File: src/sv/afd_pkg.sv
package afd_pkg;

	localparam int FRAC_BITS    = 16;
	localparam int CORDIC_STEPS = 18;
	localparam int WORK_FRAC    = 30;
	localparam int DATA_W       = 32;
	localparam int ROT_W        = 19;
	localparam int SCALE_W      = 31;
	localparam int SQ_W         = 64;
	localparam int SQ_STEPS     = SQ_W / 2;
	localparam int STEP_W       = 5;
	localparam int DIV_W        = DATA_W + FRAC_BITS;
	localparam int QW           = FRAC_BITS + 1;
	localparam int NW           = FRAC_BITS + 2;
	localparam int XW           = 36;
	localparam int ZW           = 34;
	localparam int PRE_SH       = WORK_FRAC - FRAC_BITS;
	localparam int IN_W         = 12 * DATA_W;
	localparam int OUT_W        = ((3 * (DATA_W + ROT_W + SCALE_W) + 7) / 8) * 8;

	localparam logic signed [ZW-1:0] HALF_PI_W = 34'sd1686629713;
	localparam longint PI_W    = 64'd3373259426;
	localparam longint ROT_LIM = (PI_W + (64'd1 << (PRE_SH - 1))) >> PRE_SH;

	typedef struct packed {
		logic [2:0][DATA_W-1:0] pos;
		logic [4:0][DATA_W-1:0] mg;
		logic [4:0]             sg;
	} side_a_t;

	typedef struct packed {
		logic [2:0][DATA_W-1:0]  pos;
		logic [4:0]              sg;
		logic [2:0][SCALE_W-1:0] scale;
	} side_b_t;

	typedef struct packed {
		logic [2:0][DATA_W-1:0]  pos;
		logic [2:0][SCALE_W-1:0] scale;
	} side_c_t;

	typedef struct packed {
		logic [2:0][DATA_W-1:0]  pos;
		logic [2:0][SCALE_W-1:0] scale;
		logic [4:0][NW-1:0]      n;
	} side_d_t;

	// atan(2^-i) with 30 fraction bits
	function automatic logic signed [ZW-1:0] atan_w(input logic [STEP_W-1:0] i);
		logic signed [ZW-1:0] r;
		case (i)
			5'd0:  r = 34'sd843314857;
			5'd1:  r = 34'sd497837829;
			5'd2:  r = 34'sd263043837;
			5'd3:  r = 34'sd133525159;
			5'd4:  r = 34'sd67021687;
			5'd5:  r = 34'sd33543516;
			5'd6:  r = 34'sd16775851;
			5'd7:  r = 34'sd8388437;
			5'd8:  r = 34'sd4194283;
			5'd9:  r = 34'sd2097149;
			5'd10: r = 34'sd1048576;
			5'd11: r = 34'sd524288;
			5'd12: r = 34'sd262144;
			5'd13: r = 34'sd131072;
			5'd14: r = 34'sd65536;
			5'd15: r = 34'sd32768;
			5'd16: r = 34'sd16384;
			5'd17: r = 34'sd8192;
			5'd18: r = 34'sd4096;
			5'd19: r = 34'sd2048;
			5'd20: r = 34'sd1024;
			5'd21: r = 34'sd512;
			5'd22: r = 34'sd256;
			5'd23: r = 34'sd128;
			5'd24: r = 34'sd64;
			5'd25: r = 34'sd32;
			5'd26: r = 34'sd16;
			5'd27: r = 34'sd8;
			5'd28: r = 34'sd4;
			5'd29: r = 34'sd2;
			5'd30: r = 34'sd1;
			default: r = '0;
		endcase
		return r;
	endfunction

endpackage

File: src/sv/afd_sqrt_cell.sv
module afd_sqrt_cell (
	input  logic                          clk,
	input  logic                          en,
	input  logic [afd_pkg::STEP_W-1:0]    step,
	input  logic [afd_pkg::SQ_W-1:0]      v_in,
	input  logic [afd_pkg::SQ_W-1:0]      r_in,
	output logic [afd_pkg::SQ_W-1:0]      v_out,
	output logic [afd_pkg::SQ_W-1:0]      r_out
);

	logic [5:0]                 sh;
	logic [afd_pkg::SQ_W-1:0]   b;
	logic [afd_pkg::SQ_W:0]     t;
	logic [afd_pkg::SQ_W-1:0]   v_q, r_q;

	always_comb begin
		sh = 6'(afd_pkg::SQ_W - 2) - {step, 1'b0};
		b  = afd_pkg::SQ_W'(1) << sh;
		t  = {1'b0, r_in} + {1'b0, b};
	end

	always_ff @(posedge clk) begin
		if (en) begin
			if ({1'b0, v_in} >= t) begin
				v_q <= v_in - t[afd_pkg::SQ_W-1:0];
				r_q <= (r_in >> 1) + b;
			end else begin
				v_q <= v_in;
				r_q <= r_in >> 1;
			end
		end
	end

	assign v_out = v_q;
	assign r_out = r_q;

endmodule

File: config.mk
export PLATFORM = sky130hd
export DESIGN_NAME = afd_sqrt_cell
export DESIGN_NICKNAME = d
export VERILOG_FILES = /design/src/sv/afd_pkg.sv /design/src/sv/afd_sqrt_cell.sv
export SDC_FILE = /design/constraint.sdc
export NUM_CORES = 1
export LEC_CHECK = 0
export ABC_AREA = 1
export BUFFER_PORTS_ARGS = -buffer_cell sky130_fd_sc_hd__buf_2
export CAP_MARGIN = 10
export CORE_MARGIN = 2
export CORE_UTILIZATION = 45
export DETAILED_ROUTE_END_ITERATION = 10
export HOLD_SLACK_MARGIN = 0.02
export PLACE_DENSITY = 0.65
export SLEW_MARGIN = 20
export SYNTH_ARGS = -nofsm -noshare
export SYNTH_HDL_FRONTEND = slang
export SYNTH_SLANG_ARGS = --single-unit
File: constraint.sdc
create_clock -name clk -period 4.3 [get_ports clk]
set_input_delay 0.43 -clock clk [delete_from_list [all_inputs] [get_ports clk]]
set_output_delay 0.43 -clock clk [all_outputs]
set_load 0.02 [all_outputs]
* After elaboration in Yosys (flattened, before gate mapping)
Index checks and enable logic that the tools add are counted.
Operators by class: $add $sub $neg 4, $mul 0, div/mod/pow operators 0, magnitude comparators 1, equality and inequality tests 0, shift-type cells 1, mux-type cells 2, bitwise gates (word level) 0, reductions and logical operators 0
Operators by type and width (number):
- 64-bit by 64-bit adder with 65-bit output | 1
- 64-bit by 65-bit >= comparator with 1-bit output | 1
- 63-bit by 64-bit adder with 64-bit output | 1
- 64-bit 2-to-1 mux | 1
- 1-bit by 6-bit << shifter with 64-bit output, first input constant | 1
- 64-bit subtractor | 1
- 63-bit 2-to-1 mux | 1
- 6-bit subtractor, first input constant | 1
Storage, ports and cells: bits in registers 128, latch bits 0, bits in writable memories 0, memory bits (read-only) 0, bits of input ports 135, output and inout port bits 128, logic and storage cells 11, memories kept 0

* Depth between registers and ports, before layout
word-level depth 5, gate-level depth with buffers 32, depth with buffers taken out 31

* Worst setup path after synthesis
No wires, ideal clock.
path kind input to register, from input port step[4] (netlist bit), to register v_q (netlist bit v_out[44]) (data pin), setup time 0.252 ns, arrival time 4.162 ns, data required time 4.048 ns, slack -0.115 ns, stages 29, buffers on the path 4, cells stage by stage clkbuf_1 > inv_1 > clkbuf_1 > nor2_1 > ha_1 > nand2_1 > inv_1 > nand2_1 > nor2_1 > inv_1 > nor2_1 > nand3_1 > or2_2 > nand2_1 > xnor2_1 > ha_1 > nand2_1 > nor2_1 > inv_1 > nor2_2 > nand2_1 > nor2_1 > nand2_1 > nand4_1 > nand2_4 > buf_4 > buf_4 > nand3_1 > nand2_1
On the way: longest elaborated chain between the ends 5, elaborated cells between the ends (all ways) 6, those cells by class add/sub (3); order compare (1); shift (1); mux (1)
Ends and longest elaborated chain:
- start: declaration | RTL line afd_sqrt_cell.sv:4 | input logic [afd_pkg::STEP_W-1:0] step,
- 6-bit subtractor (*) | RTL line afd_sqrt_cell.sv:17 | sh = 6'(afd_pkg::SQ_W - 2) - {step, 1'b0};
- 1-bit by 6-bit << shifter with 64-bit output (*) | RTL line afd_sqrt_cell.sv:18 | b = afd_pkg::SQ_W'(1) << sh;
- 64-bit by 64-bit adder with 65-bit output (*) | RTL line afd_sqrt_cell.sv:19 | t = {1'b0, r_in} + {1'b0, b};
- 64-bit subtractor / 64-bit by 65-bit >= comparator with 1-bit output (equally long branches) | RTL line afd_sqrt_cell.sv:25, afd_sqrt_cell.sv:24
- 64-bit 2-to-1 mux (*) | RTL line afd_sqrt_cell.sv:24 | if ({1'b0, v_in} >= t) begin
- end signal: assignment | RTL line afd_sqrt_cell.sv:25 | v_q <= v_in - t[afd_pkg::SQ_W-1:0];
- end signal: assignment | RTL line afd_sqrt_cell.sv:28 | v_q <= v_in;
- end: declaration | RTL line afd_sqrt_cell.sv:14 | logic [afd_pkg::SQ_W-1:0] v_q, r_q;
Every way passes the cells marked *; elsewhere a longest branch is shown, timed or not. A chain may end at the register's enable or synchronous reset.

* Worst setup path after layout
from input port step[2] (netlist bit), to register v_q (netlist bit v_out[26]) (data pin)
Same word-level chain as after synthesis.

==> metrics.txt <==
status=complete, but fails checks; violated checks=negative setup slack; Clock Tree Buf Depth=2; Final Max Slew Viols=0; WHS=0.252 ns; vias per inst=5.44; synth unique cells=44; post-DR wirelength/cell=20.1 µm; Critical path origin=step[2]; #FFs+latches synth=128; DR iter-0 viols=2,595; CP max stage delay=0.33 ns; first-pass GRT wire length=134,000 µm; crit path DAT=4.61 ns; gr usage total=40.3%; number of buffers created by CTS=17; min-delay worst type=in -> reg; FFs w/ async S/R, synth=0%; gr ovfl total=0; Die Span Y=210 µm; Static Leak=15.7 nW; RSZ-0062 raised after global routing=true; dpl cell area=26,000 µm²; Core ar.=42,000 µm²; Rel. slew slack=23.1%; EDFF count, synth=128; drt pass-1 iters=6; Worst path most repeated cell=buf_4; I/O pins=263; final critical-path share of the clock period=101%; Pwr Total=0.00659 W; Filler cells=3,710; count of input and output buffers=262; Syn. warnings=0; Final Hold Viols=0; gpl congestion=1.02; Min Clock Period, post-route=4.36 ns; area grow syn2layout=54.7%; maximum VDD drop=0.298 mV; CTS tree=built; slowest cell on the critical path=ha_4; maximum clock rate=230 MHz; antenna violations before repair=1; Synth Net Count=3,633; Starting Density=45.6%; Clock H-tree levels=4; total wire length=98,300 µm; Setup Viol. Count Final=5; vias after detailed routing=26,600; PnR worst setup slack=-0.0562 ns; critical path endpoint category=register; Power per Cell Area=222 nW/µm²; share of layout cells above drive strength 1=33.6%; antenna-violating nets left=0; Syn Inst Count=3,367; die area=44,300 µm²; Rows=75; DP HPWL=75,600 µm; antenna diode count=0; Max Fanout on Critical Path=6; vias in the first global route=24,600; Post-Syn Area=19,200 µm²; Seq/Total Area, Yosys=20.0%; Post-synth top flop=edfxtp_1; HP Start=v_in[61]; Die Wd=210 µm; CTS root buf=clkbuf_16; Avg Cell Area, Syn=5.70 µm²; drt drc=0; CP required=4.55 ns; Final Net Count=4,596; CTS clk-pin slew, worst paths=0.06 ns; Worst Path Class, Setup=in -> reg; CP Launch Type=primary input; Worst-Margin Slew=1.15 ns; clk sink count=128; Max Cap Viol=0; largest net degree at the start of global routing=129; fin area=29,700 µm²
-- synthesized netlist by cell type, types with 6 or more instances --
cell / instances / share of area, %
a21oi_1: 157 / 4.1
and2_1: 6 / 0.20
buf_2: 15 / 0.39
buf_4: 23 / 0.90
clkbuf_1: 6 / 0.12
edfxtp_1: 128 / 20
ha_1: 130 / 8.5
inv_1: 499 / 9.8
inv_2: 7 / 0.14
nand2_1: 1317 / 26
nand3_1: 316 / 8.2
nand3b_1: 13 / 0.51
nand4_1: 49 / 1.6
nor2_1: 316 / 6.2
nor3_1: 40 / 1.0
nor4_1: 14 / 0.46
o21ai_0: 143 / 3.7
o21ai_1: 7 / 0.18
o21bai_1: 21 / 0.82
xnor2_1: 45 / 2.1
xor2_1: 69 / 3.1
-- power by group --
part | total [W] | internal, W | switching, W
clock network | 0.00164 | 0.000962 | 0.000676
registers | 0.00166 | 0.00161 | 0.0000517
logic | 0.00330 | 0.00136 | 0.00194
total | 0.00659 | 0.00393 | 0.00267
-- per-stage QoR --
stage          worst slack, ns  util, %  instances  TNS, ns
3_3_place_gp            -0.961     61.7       4777  -113.72
2_1_floorplan        0.0000342        -       3367        0
4_1_cts               0.000162     64.2       4825        0
3_5_place_dp            -0.879     61.7       4777  -101.26
6_report               -0.0562     70.6       4881   -0.119
5_1_grt                 -0.260     70.6       4881   -20.01
-- path summary, 6_finish.rpt --
kind	endpoint	slack [ns]	depth (start not counted)
setup / recovery	v_out[26]	-0.06	31
hold / removal	v_out[61]	0.25	3
-- kinds of logic (layout without fill, tap and decap cells) --
group,Yosys count,after routing,share of synthesized area [%]
adders and majority gates,131,131,8.58
AOI/OAI and AO/OA,345,345,9.53
and+or+nand+nor,2092,2092,44.9
buffers and inverters,557,1532,11.7
DFF,128,128,20.0
xor gates and xnor gates,114,114,5.20
-- per-layer routing --
layer	wire (µm)	track usage [%]	part of all wire, %
met2	44700	68.7	45
met4	9530	30.3	9.7
met3	7900	4.80	8.0
met1	36200	46.6	37
met5	8	0	0.0081
-- critical path: cells and delay by family --
kind,cells,cell delay (ns)
buffers and inverters,11,1.46
and+or+nand+nor,15,1.52
AOI/OAI and AO/OA,2,0.41
xor gates and xnor gates,1,0.25
adders and majority gates,2,0.54
-- flip-flops by register name, summed over array words and instances (netlist names) --
register / flops
v_out: 64
r_out: 64
-- layout by cell type (no fill, tap or decap), drive strengths merged, types with 4 or more instances in the layout --
cell type,netlist,layout
nand2,1321,1321
buf,45,983
inv,506,508
nor2,321,321
nand3,318,318
a21oi,158,158
o21ai,150,150
ha,130,130
edfxtp,128,128
xor2,69,69
nand4,49,49
xnor2,45,45
nor3,43,43
clkbuf,6,29
o21bai,21,21
nor4,14,14
nand3b,13,13
and2,6,6
clkinvlp,0,5
o211ai,5,5
bufinv,0,4
-- area by class of cell --
class,instances,area [µm²],area share [%]
sequential,128,3840,13.0
timing repair buffer,995,7400,24.9
clock buffer,17,425,1.43
tap,539,674,2.27
inverter,506,1910,6.43
multi-input combinational,2682,15200,51.4
clock inverter,14,189,0.637
-- repair_timing --
item | CTS | global route
gates cloned | 0 | 21
gates resized for setup | 88 | 451
setup buffers | 17 | 35
hold endpoints to repair | 0 | 0
pin swaps | 29 | 117
hold buffers | 0 | 0
endpoints found under the setup margin | 128 | 128
(Power assumes the default switching activity.)
