===== src/sv/afd_pkg.sv =====
package afd_pkg;

	localparam int FRAC_BITS    = 16;
	localparam int CORDIC_STEPS = 18;
	localparam int WORK_FRAC    = 30;
	localparam int DATA_W       = 32;
	localparam int ROT_W        = 19;
	localparam int SCALE_W      = 31;
	localparam int SQ_W         = 64;
	localparam int SQ_STEPS     = SQ_W / 2;
	localparam int STEP_W       = 5;
	localparam int DIV_W        = DATA_W + FRAC_BITS;
	localparam int QW           = FRAC_BITS + 1;
	localparam int NW           = FRAC_BITS + 2;
	localparam int XW           = 36;
	localparam int ZW           = 34;
	localparam int PRE_SH       = WORK_FRAC - FRAC_BITS;
	localparam int IN_W         = 12 * DATA_W;
	localparam int OUT_W        = ((3 * (DATA_W + ROT_W + SCALE_W) + 7) / 8) * 8;

	localparam logic signed [ZW-1:0] HALF_PI_W = 34'sd1686629713;
	localparam longint PI_W    = 64'd3373259426;
	localparam longint ROT_LIM = (PI_W + (64'd1 << (PRE_SH - 1))) >> PRE_SH;

	typedef struct packed {
		logic [2:0][DATA_W-1:0] pos;
		logic [4:0][DATA_W-1:0] mg;
		logic [4:0]             sg;
	} side_a_t;

	typedef struct packed {
		logic [2:0][DATA_W-1:0]  pos;
		logic [4:0]              sg;
		logic [2:0][SCALE_W-1:0] scale;
	} side_b_t;

	typedef struct packed {
		logic [2:0][DATA_W-1:0]  pos;
		logic [2:0][SCALE_W-1:0] scale;
	} side_c_t;

	typedef struct packed {
		logic [2:0][DATA_W-1:0]  pos;
		logic [2:0][SCALE_W-1:0] scale;
		logic [4:0][NW-1:0]      n;
	} side_d_t;

	// atan(2^-i) with 30 fraction bits
	function automatic logic signed [ZW-1:0] atan_w(input logic [STEP_W-1:0] i);
		logic signed [ZW-1:0] r;
		case (i)
			5'd0:  r = 34'sd843314857;
			5'd1:  r = 34'sd497837829;
			5'd2:  r = 34'sd263043837;
			5'd3:  r = 34'sd133525159;
			5'd4:  r = 34'sd67021687;
			5'd5:  r = 34'sd33543516;
			5'd6:  r = 34'sd16775851;
			5'd7:  r = 34'sd8388437;
			5'd8:  r = 34'sd4194283;
			5'd9:  r = 34'sd2097149;
			5'd10: r = 34'sd1048576;
			5'd11: r = 34'sd524288;
			5'd12: r = 34'sd262144;
			5'd13: r = 34'sd131072;
			5'd14: r = 34'sd65536;
			5'd15: r = 34'sd32768;
			5'd16: r = 34'sd16384;
			5'd17: r = 34'sd8192;
			5'd18: r = 34'sd4096;
			5'd19: r = 34'sd2048;
			5'd20: r = 34'sd1024;
			5'd21: r = 34'sd512;
			5'd22: r = 34'sd256;
			5'd23: r = 34'sd128;
			5'd24: r = 34'sd64;
			5'd25: r = 34'sd32;
			5'd26: r = 34'sd16;
			5'd27: r = 34'sd8;
			5'd28: r = 34'sd4;
			5'd29: r = 34'sd2;
			5'd30: r = 34'sd1;
			default: r = '0;
		endcase
		return r;
	endfunction

endpackage


===== src/sv/afd_div_cell.sv =====
module afd_div_cell (
	input  logic                          clk,
	input  logic                          en,
	input  logic [afd_pkg::STEP_W-1:0]    step,
	input  logic [afd_pkg::DIV_W-1:0]     rem_in,
	input  logic [afd_pkg::QW-1:0]        q_in,
	input  logic [afd_pkg::DATA_W-1:0]    d_in,
	output logic [afd_pkg::DIV_W-1:0]     rem_out,
	output logic [afd_pkg::QW-1:0]        q_out,
	output logic [afd_pkg::DATA_W-1:0]    d_out
);

	logic [afd_pkg::DIV_W:0]    ds;
	logic [afd_pkg::DIV_W-1:0]  rem_q;
	logic [afd_pkg::QW-1:0]     q_q;
	logic [afd_pkg::DATA_W-1:0] d_q;

	assign ds = (afd_pkg::DIV_W + 1)'(d_in) << step;

	always_ff @(posedge clk) begin
		if (en) begin
			d_q <= d_in;
			if ({1'b0, rem_in} >= ds) begin
				rem_q <= rem_in - ds[afd_pkg::DIV_W-1:0];
				q_q   <= q_in | (afd_pkg::QW'(1) << step);
			end else begin
				rem_q <= rem_in;
				q_q   <= q_in;
			end
		end
	end

	assign rem_out = rem_q;
	assign q_out   = q_q;
	assign d_out   = d_q;

endmodule


===== config.mk =====
export PLATFORM = sky130hd
export DESIGN_NAME = afd_div_cell
export DESIGN_NICKNAME = d
export VERILOG_FILES = /design/src/sv/afd_pkg.sv /design/src/sv/afd_div_cell.sv
export SDC_FILE = /design/constraint.sdc
export NUM_CORES = 1
export LEC_CHECK = 0
export ABC_CLOCK_PERIOD_IN_PS = 4600
export BUFFER_PORTS_ARGS = -buffer_cell sky130_fd_sc_hd__buf_4
export CORE_MARGIN = 1.5
export CORE_UTILIZATION = 51
export CTS_BUF_LIST = sky130_fd_sc_hd__clkbuf_4
export DETAILED_ROUTE_END_ITERATION = 10
export GPL_ROUTABILITY_DRIVEN = 0
export PLACE_DENSITY = 0.8
export SLEW_MARGIN = 20
export SYNTH_ARGS = -nofsm -noshare
export SYNTH_HDL_FRONTEND = slang
export SYNTH_SLANG_ARGS = --single-unit

===== constraint.sdc =====
create_clock -name clk -period 4.6 [get_ports clk]
set_input_delay 0.23 -clock clk [delete_from_list [all_inputs] [get_ports clk]]
set_output_delay 0.23 -clock clk [all_outputs]
set_load 0.02 [all_outputs]

# Yosys cells after proc, flatten, opt, wreduce, memory -nomap -nowiden
# Cells that the tools add are included.
# totals
ff_bits	97
word_cells	10
mem_bits_ro	0
mem_count	0
in_bits	104
output_inout_bits	97
latch_bits	0
ram_bits	0
# op_classes
mux	2
bitwise	1
addsub	1
shifts	2
order_cmp	1
div	0
reduce_logical	0
n_eq_ne	0
multipliers	0
# ops
op	n
48-bit by 49-bit >= comparator with 1-bit output	1
32-bit by 5-bit left shift with 49-bit output	1
48-bit 2-to-1 mux	1
48-bit subtractor	1
17-bit 2-to-1 mux	1
17-bit OR	1
1-bit by 5-bit left shift with 17-bit output, first input constant	1

# Logic depth before layout (Yosys ltp)
# Gate-level depths: netlist (run 1).
# logic_depth
word_depth	3
depth_mapped	23
mapped_depth_nobuf	19

# Worst setup path before layout (run 1)
# No wires, ideal clock.
# synth_path
path_kind	input -> register
start	in step[0] (netlist name)
end	reg rem_q (netlist bit rem_out[46]) (data pin)
path_stages	22
required_ns	4.340
setup_ns	0.260
n_path_buf	5
arrival_time_ns	4.388
setup_slack_ns	-0.048
cell_sequence	buf_2 buf_2 buf_1 mux2i_1 a21oi_1 mux2i_1 nand2_1 o21ai_0 mux2_2 ha_1 buf_2 a21o_1 a21o_1 a21oi_1 a21o_1 a211oi_1 nor2b_1 nor3_1 a21oi_2 o21ai_4 buf_2 mux2_2
# synth_between
elab_chain_len	3
elab_cells_between_ends	4
classes_between	add/sub: 1; order compare: 1; shift: 1; mux: 1
# synth_lines
element	line	source
start, declared	afd_div_cell.sv:4	input logic [afd_pkg::STEP_W-1:0] step,
32-bit by 5-bit left shift with 49-bit output (*)	afd_div_cell.sv:18	assign ds = (afd_pkg::DIV_W + 1)'(d_in) << step;
48-bit subtractor / 48-bit by 49-bit >= comparator with 1-bit output (equally long branches)	afd_div_cell.sv:24, afd_div_cell.sv:23	
48-bit 2-to-1 mux (*)	afd_div_cell.sv:23	if ({1'b0, rem_in} >= ds) begin
end signal, assigned	afd_div_cell.sv:24	rem_q <= rem_in - ds[afd_pkg::DIV_W-1:0];
end signal, assigned	afd_div_cell.sv:27	rem_q <= rem_in;
end, declared	afd_div_cell.sv:14	logic [afd_pkg::DIV_W-1:0] rem_q;
# Mark *: on every way between the ends. The rest lies on a longest branch, timed or not.
# A chain may end at the register's enable or synchronous reset.

# Worst setup path in the final report (run 1)
# layout_path
start	in d_in[15] (netlist name)
end	reg rem_q (netlist bit rem_out[30]) (data pin)
# layout_between
elab_chain_len	3
elab_cells_between_ends	4
classes_between	add/sub: 1; order compare: 1; shift: 1; mux: 1
# layout_lines
element	line	source
start, declared	afd_div_cell.sv:7	input logic [afd_pkg::DATA_W-1:0] d_in,
32-bit by 5-bit left shift with 49-bit output (*)	afd_div_cell.sv:18	
48-bit subtractor / 48-bit by 49-bit >= comparator with 1-bit output (equally long branches)	afd_div_cell.sv:24, afd_div_cell.sv:23	
48-bit 2-to-1 mux (*)	afd_div_cell.sv:23	
# Marked as above.

==> results by group, run 1 <==
Cells and area
  – Final non-filler cell area: 0.01120 mm^2
  – Finished Layout Cells: 1,347
  – Synth-to-Final Area Change: 32.85%
  – Finished Core Util: 69.99%
  – Layout cells sized above 1: 31.00%
  – Fin nets: 1,280

GRT
  – GRT overflow: 0
  – Initial antenna violation count: 2
  – First-pass GRT wire length: 41,540 um
  – Global-route usage over all layers: 30.41%
  – Vias in the first global route: 7,866
  – Largest net degree at the start of global routing: 53

Logic synthesis
  – Area leader, netlist: edfxtp_1
  – Area share of the largest cell type after synthesis: 34.56%
  – Cell variety after synth: 73
  – Post-synth EDFFs: 97
  – Yosys warning total: 0
  – Syn Inst Count: 855
  – Synth area leaders: edfxtp_1 35%, ha_1 7.6%, mux2i_1 5.2%
  – Top FF cell, synth: edfxtp_1
  – Sequential fraction of the synthesis area: 34.56%
  – Synthesis-stage register bit count: 97
  – Syn Nets: 1,011
  – Post-synth ARST share: 0%
  – Synthesized area per cell: 9.859 um^2
  – Post-Syn Area: 0.008429 mm^2

Placed design
  – Placed cells: 1,280
  – Hpwl dp: 20,180 um
  – Number of port buffers: 200
  – Post-DP Area: 0.01048 mm^2

Detailed routing
  – WL final: 26,560 um
  – First-pass detailed-route iteration total: 6
  – Routed len/inst: 19.72 um
  – Vias after detailed routing: 8,082
  – Remaining antenna violation count: 0
  – Number of remaining DRC errors: 0
  – Vias/cell: 6.000
  – Initial drt markers: 711

Worst setup path
  – Crit path required time: 4870 ps
  – Crit path DAT: 4720 ps
  – Critical setup path kind: in2reg
  – Worst setup EP type: flop
  – Startpoint type of the worst setup path: input port
  – Crit-path max FO: 27

Die
  – Initial Utilization: 52.68%
  – Die area: 0.01731 mm^2
  – Core ar.: 0.01600 mm^2
  – IO Count: 201
  – Num rows: 46
  – Die height: 131.6 um
  – Die W: 131.6 um

Timing
  – Sum Neg Setup Slack: 0 ps
  – Hold Worst Slack: 10.24 ps
  – Max Clk Rate: 224.6 MHz
  – Tmin final: 4452 ps
  – Tcrit/Tclk final: 96.78%
  – Max-slew violation count: 0
  – Fin. Hold Viols: 0
  – Measured slew at the worst slew-check pin: 654.3 ps
  – Final setup viols: 0
  – Worst slew margin: 56.38%

Power and ir drop
  – Power Density: 314.6 mW/mm^2
  – Worst vdd ir: 0.1796 mV
  – Leak: 4.853 nW

Clock tree
  – Post-CTS Setup Inserts: 0
  – Bufs on Longest Clock Path: 2
  – H-tree lvl count: 3
  – CTS tree: built
  – Clock Pin Slew Worst Setup and Hold Paths: 160 ps
  – Total CTS buffers: 9
  – Clock sink count: 97
  – Root buffer cell: clkbuf_4

Job
  – Maxcap violations: 0

Status
  – Outcome: finished clean

Worst hold path
  – Worst min-delay path category: in2reg
[cells in the mapped netlist, types with 4 or more instances]
cell type and count:
a211oi_1 9, nand2_1 73, nor2b_1 11, a21o_1 33, o21ai_0 38, mux2i_1 44
nor2_1 55, inv_1 23, mux2_1 38, nand4_1 12, buf_2 9, ha_1 51
and3_1 7, o22a_1 4, or2_2 5, o21bai_1 5, nand2b_1 11, nand3_1 17
mux2_2 27, buf_4 4, a31o_2 15, mux4_2 11, o31ai_1 6, nor3_1 12
a31oi_1 5, and2_1 4, a32oi_1 4, clkbuf_1 36, edfxtp_1 97, xor2_1 16
a21oi_1 69, xnor2_1 25, a221oi_1 4, a311oi_1 4, o21a_1 12
[layout by cell type (no fill, tap or decap), types with 4 or more instances in the layout]
master	count
xor2_1	16
xnor2_1	25
mux2_1	38
nor2_1	55
bufinv_16	4
clkbuf_4	9
edfxtp_1	97
and2_1	4
a221oi_1	4
o21ai_0	36
o22a_1	4
a31o_2	15
buf_4	258
buf_12	4
a211oi_1	9
and3_1	7
inv_1	23
a311oi_1	4
nand2b_1	11
mux2_2	27
o21bai_1	5
a32oi_1	4
dlygate4sd3_1	49
nor2b_1	11
nand4_1	12
nand3_1	17
mux4_2	11
o21a_1	12
a31oi_1	5
o31ai_1	6
a21oi_1	68
mux2i_1	44
nor3_1	11
nand2_1	73
a21o_1	33
ha_1	51
or2_2	5
[sequential cells by signal, indices dropped and copies added, names as in the netlist]
name / flops
d_out: 32
q_out: 17
rem_out: 48
[path summary, 6_finish.rpt]
kind,from,end,slack [ps],cells after the start
worst max-delay path,d_in[15],rem_out[30],150,18
worst min-delay path,rem_in[4],rem_out[4],10,2
[final cells by class]
cell class,instances,area (um^2)
Inverter,25,93.84
Timing Repair Buffer,311,2507
Tap cell,216,270.3
Fill cell,1192,4802
Multi-Input combinational cell,680,5200
Clock buffer,9,67.56
Clock inverter,7,141.4
Antenna cell,2,5.005
Sequential cell,97,2913
[cell families after synthesis]
kind of cell / share of synthesized area [%]
muxes: 17.03
buffers and inverters: 3.874
xor gates and xnor gates: 4.260
DFF: 34.56
and+or+nand+nor: 12.26
AOI/OAI and AO/OA: 20.22
adders and majority gates: 7.808
[per-layer routing]
metal / wire, um / vias up / global-route usage [%] / part of all wire, %
met2: 12780 / 426 / 52.11 / 48
met5: 0 / - / 0 / 0
met4: 1034 / 0 / 11.98 / 3.9
li1: - / 3791 / - / -
met1: 10560 / 3786 / 37.81 / 40
met3: 2178 / 79 / 5.787 / 8.2
[critical path, stage by stage]
cell	delay, ps
dlygate4sd3_1	570
buf_4	160
mux4_2	480
mux2_2	320
mux2i_1	260
nor2_1	80
a21oi_1	230
ha_1	360
a21o_1	190
a21o_1	170
a21oi_1	290
nand2_1	100
a211oi_1	280
nor3_2	100
a21oi_2	240
o21ai_4	120
buf_12	180
mux2_1	330
[through the flow]
| step | power, W | setup slack (ps) |
|---|---|---|
| after floorplan | 0.002223 | 19.55 |
| after global placement | 0.002797 | -13.63 |
| after detailed placement | 0.002825 | -101.3 |
| after CTS | 0.003498 | 119.8 |
| after global routing | 0.003692 | -3.675 |
| final | 0.003523 | 148.3 |
[power breakdown]
| part | leakage, nW | switching, W | internal, W |
|---|---|---|---|
| Clock | 0.108 | 0.000315 | 0.000330 |
| Combinational | 3.80 | 0.000936 | 0.000772 |
| Sequential | 0.949 | 0.0000404 | 0.00113 |
| Total | 4.85 | 0.00129 | 0.00223 |
[repair_timing]
item                                   CTS  global route
resized for setup                        0             5
endpoints found under the hold margin   48             1
setup endpoints to repair                0            45
hold buffers                            48             1
No activity file was read; power rests on OpenSTA's default activity.
==> run 2: changes to the inputs <==
Settings changed: BUFFER_PORTS_ARGS -buffer_cell sky130_fd_sc_hd__buf_4 to not set, CORE_UTILIZATION 51 to 55, DONT_BUFFER_PORTS set to 1, PLACE_DENSITY 0.8 to 0.73.
==> results by group, run 2 (synthesized netlist as in run 1, its figures left out) <==
Worst setup path
  – Crit path depth: 20 (+2)
  – Startpoint type of the worst setup path: input port
  – Slowest CP cell: dlygate4sd3_1
  – Worst setup EP type: flop
  – Crit path required time: 4860 ps (about the same)
  – CP Cell Sequence: clkinvlp_4 -> buf_4 -> mux2i_1 -> mux2_2 -> o21ai_0 -> nor2_1 -> a21oi_1 -> ha_1 -> a21oi_1 -> o21ai_0 -> a21oi_1 -> o21a_1 -> nor2_1 -> a211oi_1 -> nor3_1 -> a21oi_2 -> o21ai_4 -> buf_12 -> a41o_1 -> dlygate4sd3_1
  – Crit path DAT: 4660 ps (-60 ps)
  – Bufs and invs on worst path: 4 (+1)
  – Worst setup path end: q_out[9]
  – Critical Path Max Stage Delay: 550 ps (-20 ps)
  – CP Launch Point: step[1]
  – Critical setup path kind: in2reg
  – Crit-path max FO: 39 (+44%)
  – Cell repeated most along the worst path: a21oi_1
  – Delay-heaviest family, CP: compound AO/OA/AOI/OAI gates

Timing
  – Tcrit/Tclk final: 95.56% (-1.2 points)
  – Worst slew margin: 60.35% (+4.0 points)
  – Tmin final: 4396 ps (-56.16 ps)
  – Max Clk Rate: 227.5 MHz (+1.3%)
  – Final setup viols: 0 (unchanged)
  – Worst setup margin: 204.4 ps (+56.16 ps)
  – Measured slew at the worst slew-check pin: 579.7 ps (-74.59 ps)
  – Max-slew violation count: 0 (unchanged)
  – Sum Neg Setup Slack: 0 ps (unchanged)
  – RSZ-0062 raised after global routing: no
  – Hold Worst Slack: 23.33 ps (+13.09 ps)
  – Fin. Hold Viols: 0 (unchanged)

Die
  – Die area: 0.01608 mm^2 (-7.1%)
  – IO Count: 201 (unchanged)
  – Die height: 126.8 um (-3.6%)
  – Core ar.: 0.01509 mm^2 (-5.7%)
  – Initial Utilization: 55.86% (+3.2 points)
  – Num rows: 45 (-2.2%)
  – Die W: 126.8 um (-3.6%)

Cells and area
  – Fin nets: 1,090 (-15%)
  – Final non-filler cell area: 0.009756 mm^2 (-13%)
  – Synth-to-Final Area Change: 15.73%
  – Commonest non-fill, non-tap cell in the layout: dlygate4sd3_1
  – Layout cells sized above 1: 12.14% (-19 points)
  – Commonest non-fill, non-tap cells in the layout: 98 x dlygate4sd3_1, 97 x edfxtp_1, 73 x nand2_1, 67 x a21oi_1, 55 x nor2_1
  – Max FFs per register: 48 (unchanged)

GRT
  – Vias in the first global route: 7,365 (-6.4%)
  – Largest net degree at the start of global routing: 98 (+85%)
  – Initial antenna violation count: 1 (-1)
  – First-pass GRT wire length: 38,710 um (-6.8%)
  – Global-route usage over all layers: 31.07% (+0.66 points)
  – GRT overflow: 0 (unchanged)

Detailed routing
  – Vias/cell: 6.597 (+9.9%)
  – Number of remaining DRC errors: 0 (unchanged)
  – Vias after detailed routing: 7,448 (-7.8%)
  – Remaining antenna violation count: 0 (unchanged)
  – First-pass detailed-route iteration total: 5 (-1)
  – WL final: 25,250 um (-4.9%)
  – Initial drt markers: 676 (-4.9%)
  – Routed len/inst: 22.37 um (+13%)

Clock tree
  – Post-CTS Setup Inserts: 0 (unchanged)
  – Root buffer cell: clkbuf_4
  – CTS tree: built
  – Total CTS buffers: 9 (unchanged)
  – H-tree lvl count: 3 (unchanged)
  – Clock Pin Slew Worst Setup and Hold Paths: 150 ps (about the same)
  – Bufs on Longest Clock Path: 2 (unchanged)
  – Clock sink count: 97 (unchanged)

Power and ir drop
  – Worst vdd ir: 0.2136 mV (+19%)
  – Power Density: 309.3 mW/mm^2 (-1.7%)
  – Leak: 3.849 nW (-21%)

Job
  – Maxcap violations: 0 (unchanged)

Placed design
  – Number of port buffers: 0 (-100%)
  – Hpwl dp: 18,590 um (-7.9%)
  – Setup WS pre-CTS: 8.998 ps (+110.3 ps)
  – Post-DP Area: 0.008602 mm^2 (-18%)

Worst hold path
  – Worst min-delay path category: in2reg

Status
  – Outcome: finished clean
==> run 2: worst min-delay path by stage <==
stage            endpoint  startpoint  cells past startpoint  slack (ps)
2_1_floorplan    d_out[0]     d_in[0]                      0         330
3_3_place_gp    d_out[22]    d_in[22]                      0         330
3_5_place_dp    d_out[21]    d_in[21]                      0         330
4_1_cts        rem_out[0]   rem_in[0]                      2          10
5_1_grt        rem_out[0]   rem_in[0]                      2          30
6_report       rem_out[0]   rem_in[0]                      2          20
==> run 2: area by class of cell <==
type | count | area (um^2)
clock inverters | 4 | 30.03
repair inverters | 1 | 5.005
clock buffers | 12 | 90.09
diodes | 2 | 5.005
repair buffers | 120 | 1179
multi-input cells | 680 | 5197
inverters | 25 | 101.3
flip-flops and latches | 97 | 2913
fillers | 1191 | 5334
well taps | 188 | 235.2
==> run 2: power breakdown <==
part	internal, W	switching [W]	total (W)
registers	0.00114	0.000200	0.00134
logic	0.000560	0.000683	0.00124
clock network	0.000130	0.000304	0.000435
==> run 2: timing repair <==
item / in CTS / in global routing
resized for setup: 0 / 4
hold endpoints to repair: 193 / 0
endpoints found under the setup margin: 0 / 2
hold buffers: 99 / 0
==> run 2: per-layer routing <==
layer	global-route usage (%)	vias to the layer above	routed length (um)
met5	0	-	0
met4	15.64	0	1115
met3	7.254	90	2275
met2	53.01	468	12140
met1	36.78	3471	9720
li1	-	3419	-
==> run 2: per-stage QoR <==
step | util (%) | power (W) | instances
after global routing | 64.65 | 0.003158 | 1129
after floorplan | - | 0.002223 | 855
after CTS | 64.49 | 0.002984 | 1126
after detailed placement | 57.01 | 0.002476 | 1011
after global placement | 57.01 | 0.002447 | 1011
final | 64.65 | 0.003018 | 1129
==> run 3: changes to the inputs <==
Settings changed: RECOVER_POWER set to 50.
==> results by group, run 3 (synthesized netlist as in run 1, its figures left out) <==
Worst setup path
  – Crit path required time: 4870 ps (about the same)
  – Crit path DAT: 4670 ps (about the same)
  – Startpoint type of the worst setup path: input port
  – Worst setup EP type: flop
  – Crit-path max FO: 39 (unchanged)
  – Critical setup path kind: in2reg

GRT
  – GRT overflow: 0 (unchanged)
  – First-pass GRT wire length: 38,710 um (unchanged)
  – Vias in the first global route: 7,365 (unchanged)
  – Global-route usage over all layers: 31.07% (unchanged)
  – Initial antenna violation count: 1 (unchanged)
  – Largest net degree at the start of global routing: 98 (unchanged)

Die
  – Die area: 0.01608 mm^2 (unchanged)
  – Core ar.: 0.01509 mm^2 (unchanged)
  – Initial Utilization: 55.86% (unchanged)
  – Die W: 126.8 um (unchanged)
  – Die height: 126.8 um (unchanged)
  – Num rows: 45 (unchanged)
  – IO Count: 201 (unchanged)

Timing
  – Worst slew margin: -67.72% (-130 points)
  – Sum Neg Setup Slack: 0 ps (unchanged)
  – Tcrit/Tclk final: 95.71% (+0.16 points)
  – Worst setup margin: 197.2 ps (-7.255 ps)
  – Tmin final: 4403 ps (+7.255 ps)
  – Max-slew violation count: 98 (+98)
  – Final setup viols: 0 (unchanged)
  – RSZ-0062 raised after global routing: no
  – Fin. Hold Viols: 0 (unchanged)
  – Hold Worst Slack: 17.69 ps (-5.634 ps)
  – Measured slew at the worst slew-check pin: 2516 ps (+1936 ps)
  – Max Clk Rate: 227.1 MHz (-0.16%)

Clock tree
  – Clock Pin Slew Worst Setup and Hold Paths: 150 ps (about the same)
  – Clock sink count: 97 (unchanged)
  – H-tree lvl count: 3 (unchanged)
  – Root buffer cell: clkbuf_4
  – Bufs on Longest Clock Path: 2 (unchanged)
  – Total CTS buffers: 9 (unchanged)
  – CTS tree: built

Power and ir drop
  – Power Density: 310.1 mW/mm^2 (+0.25%)
  – Worst vdd ir: 0.2225 mV (+4.2%)
  – Tot Pwr: 0.003018 W (about the same)
  – Leak: 3.840 nW (-0.22%)

Cells and area
  – Max FFs per register: 48 (unchanged)
  – Multi-input gate area: 0.005197 mm^2 (unchanged)
  – Commonest non-fill, non-tap cell in the layout: dlygate4sd3_1
  – Synth-to-Final Area Change: 15.47%
  – Commonest non-fill, non-tap cells in the layout: 98 x dlygate4sd3_1, 97 x edfxtp_1, 73 x nand2_1, 67 x a21oi_1, 55 x nor2_1
  – Sequential cell area: 0.002913 mm^2 (unchanged)
  – Layout cells sized above 1: 12.14% (unchanged)
  – Final non-filler cell area: 0.009733 mm^2 (-0.23%)
  – Fin nets: 1,090 (unchanged)
  – # fillers: 1,194 (+0.25%)

Job
  – Maxcap violations: 1 (+1)

Worst hold path
  – Hold EP: rem_out[0]
  – Hold_sp: rem_in[0]
  – Worst Hold Path Cells: 2 (unchanged)
  – Worst min-delay path category: in2reg

Detailed routing
  – Vias after detailed routing: 7,444 (-0.054%)
  – Initial drt markers: 613 (-9.3%)
  – Number of remaining DRC errors: 0 (unchanged)
  – WL final: 25,250 um (about the same)
  – Remaining antenna violation count: 0 (unchanged)
  – Vias/cell: 6.593 (about the same)
  – Routed len/inst: 22.36 um (about the same)
  – First-pass detailed-route iteration total: 5 (unchanged)

Placed design
  – Post-DP Area: 0.008602 mm^2 (unchanged)
  – Number of port buffers: 0 (unchanged)
  – Setup WS pre-CTS: 8.998 ps (unchanged)
  – Hpwl dp: 18,590 um (unchanged)

Status
  – Outcome: finished, violations left
  – Failing checks: capacitance limit, slew limit
-- run 3: cell types whose count changed in the layout (fill, tap and decap cells not counted), sizes merged --
cell / before / now
buf: 22 / 21
clkbuf: 12 / 13
-- run 3: area by class of cell --
class	instances	area share, %
multi-input cells	680	53.40
flip-flops and latches	97	29.93
repair buffers	120	11.88
well taps	188	2.417
inverters	25	1.041
clock buffers	12	0.9256
clock inverters	4	0.3085
repair inverters	1	0.05142
diodes	2	0.05142
-- run 3: report_power, final --
part	switching, W	leakage [nW]	internal [W]
Clock	0.000304	0.0675	0.000130
Sequential	0.000199	0.949	0.00114
Combinational	0.000684	2.82	0.000557
-- run 3: per-layer routing --
metal  global-route usage (%)  up-vias  wire length, um
li1                         -     3415                -
met1                    36.78     3502             9779
met2                    53.01      436            12120
met3                    7.254       91             2184
met4                    15.64        0             1162
met5                        0        -                0
-- run 3: metrics by stage --
step / utilization, % / cells
after detailed placement: 57.01 / 1011
final: 64.50 / 1129
after global routing: 64.50 / 1129
after CTS: 64.49 / 1126
after floorplan: - / 855
after global placement: 57.01 / 1011
-- run 3: critical path, stage by stage --
cell	delay (ps)
clkinvlp_4	190
buf_4	250
mux2i_1	150
mux2_2	300
o21ai_0	230
nor2_1	70
a21oi_1	320
ha_1	340
a21oi_1	170
o21ai_0	150
a21oi_1	210
o21a_1	150
nor2_1	50
a211oi_1	310
nor3_1	120
a21oi_2	250
o21ai_4	110
buf_12	180
a41o_1	260
dlygate4sd3_1	550
-- run 3: repair_timing --
| action | CTS | global route |
|---|---|---|
| hold buffers | 99 | 0 |
| resized for setup | 0 | 4 |
| hold endpoints to repair | 193 | 0 |
| setup endpoints to repair | 0 | 2 |
| setup buffers | 0 | 0 |
-- run 3: worst max path at each step --
stage / to / cells after the start / start / slack (ps)
CTS: q_out[1] / 19 / step[2] / 120
finish: q_out[9] / 20 / step[1] / 200
global placement: rem_out[2] / 18 / step[2] / 100
detailed placement: rem_out[12] / 17 / step[2] / 9
floorplan: rem_out[46] / 21 / step[0] / 20
global route: q_out[9] / 20 / step[1] / 10
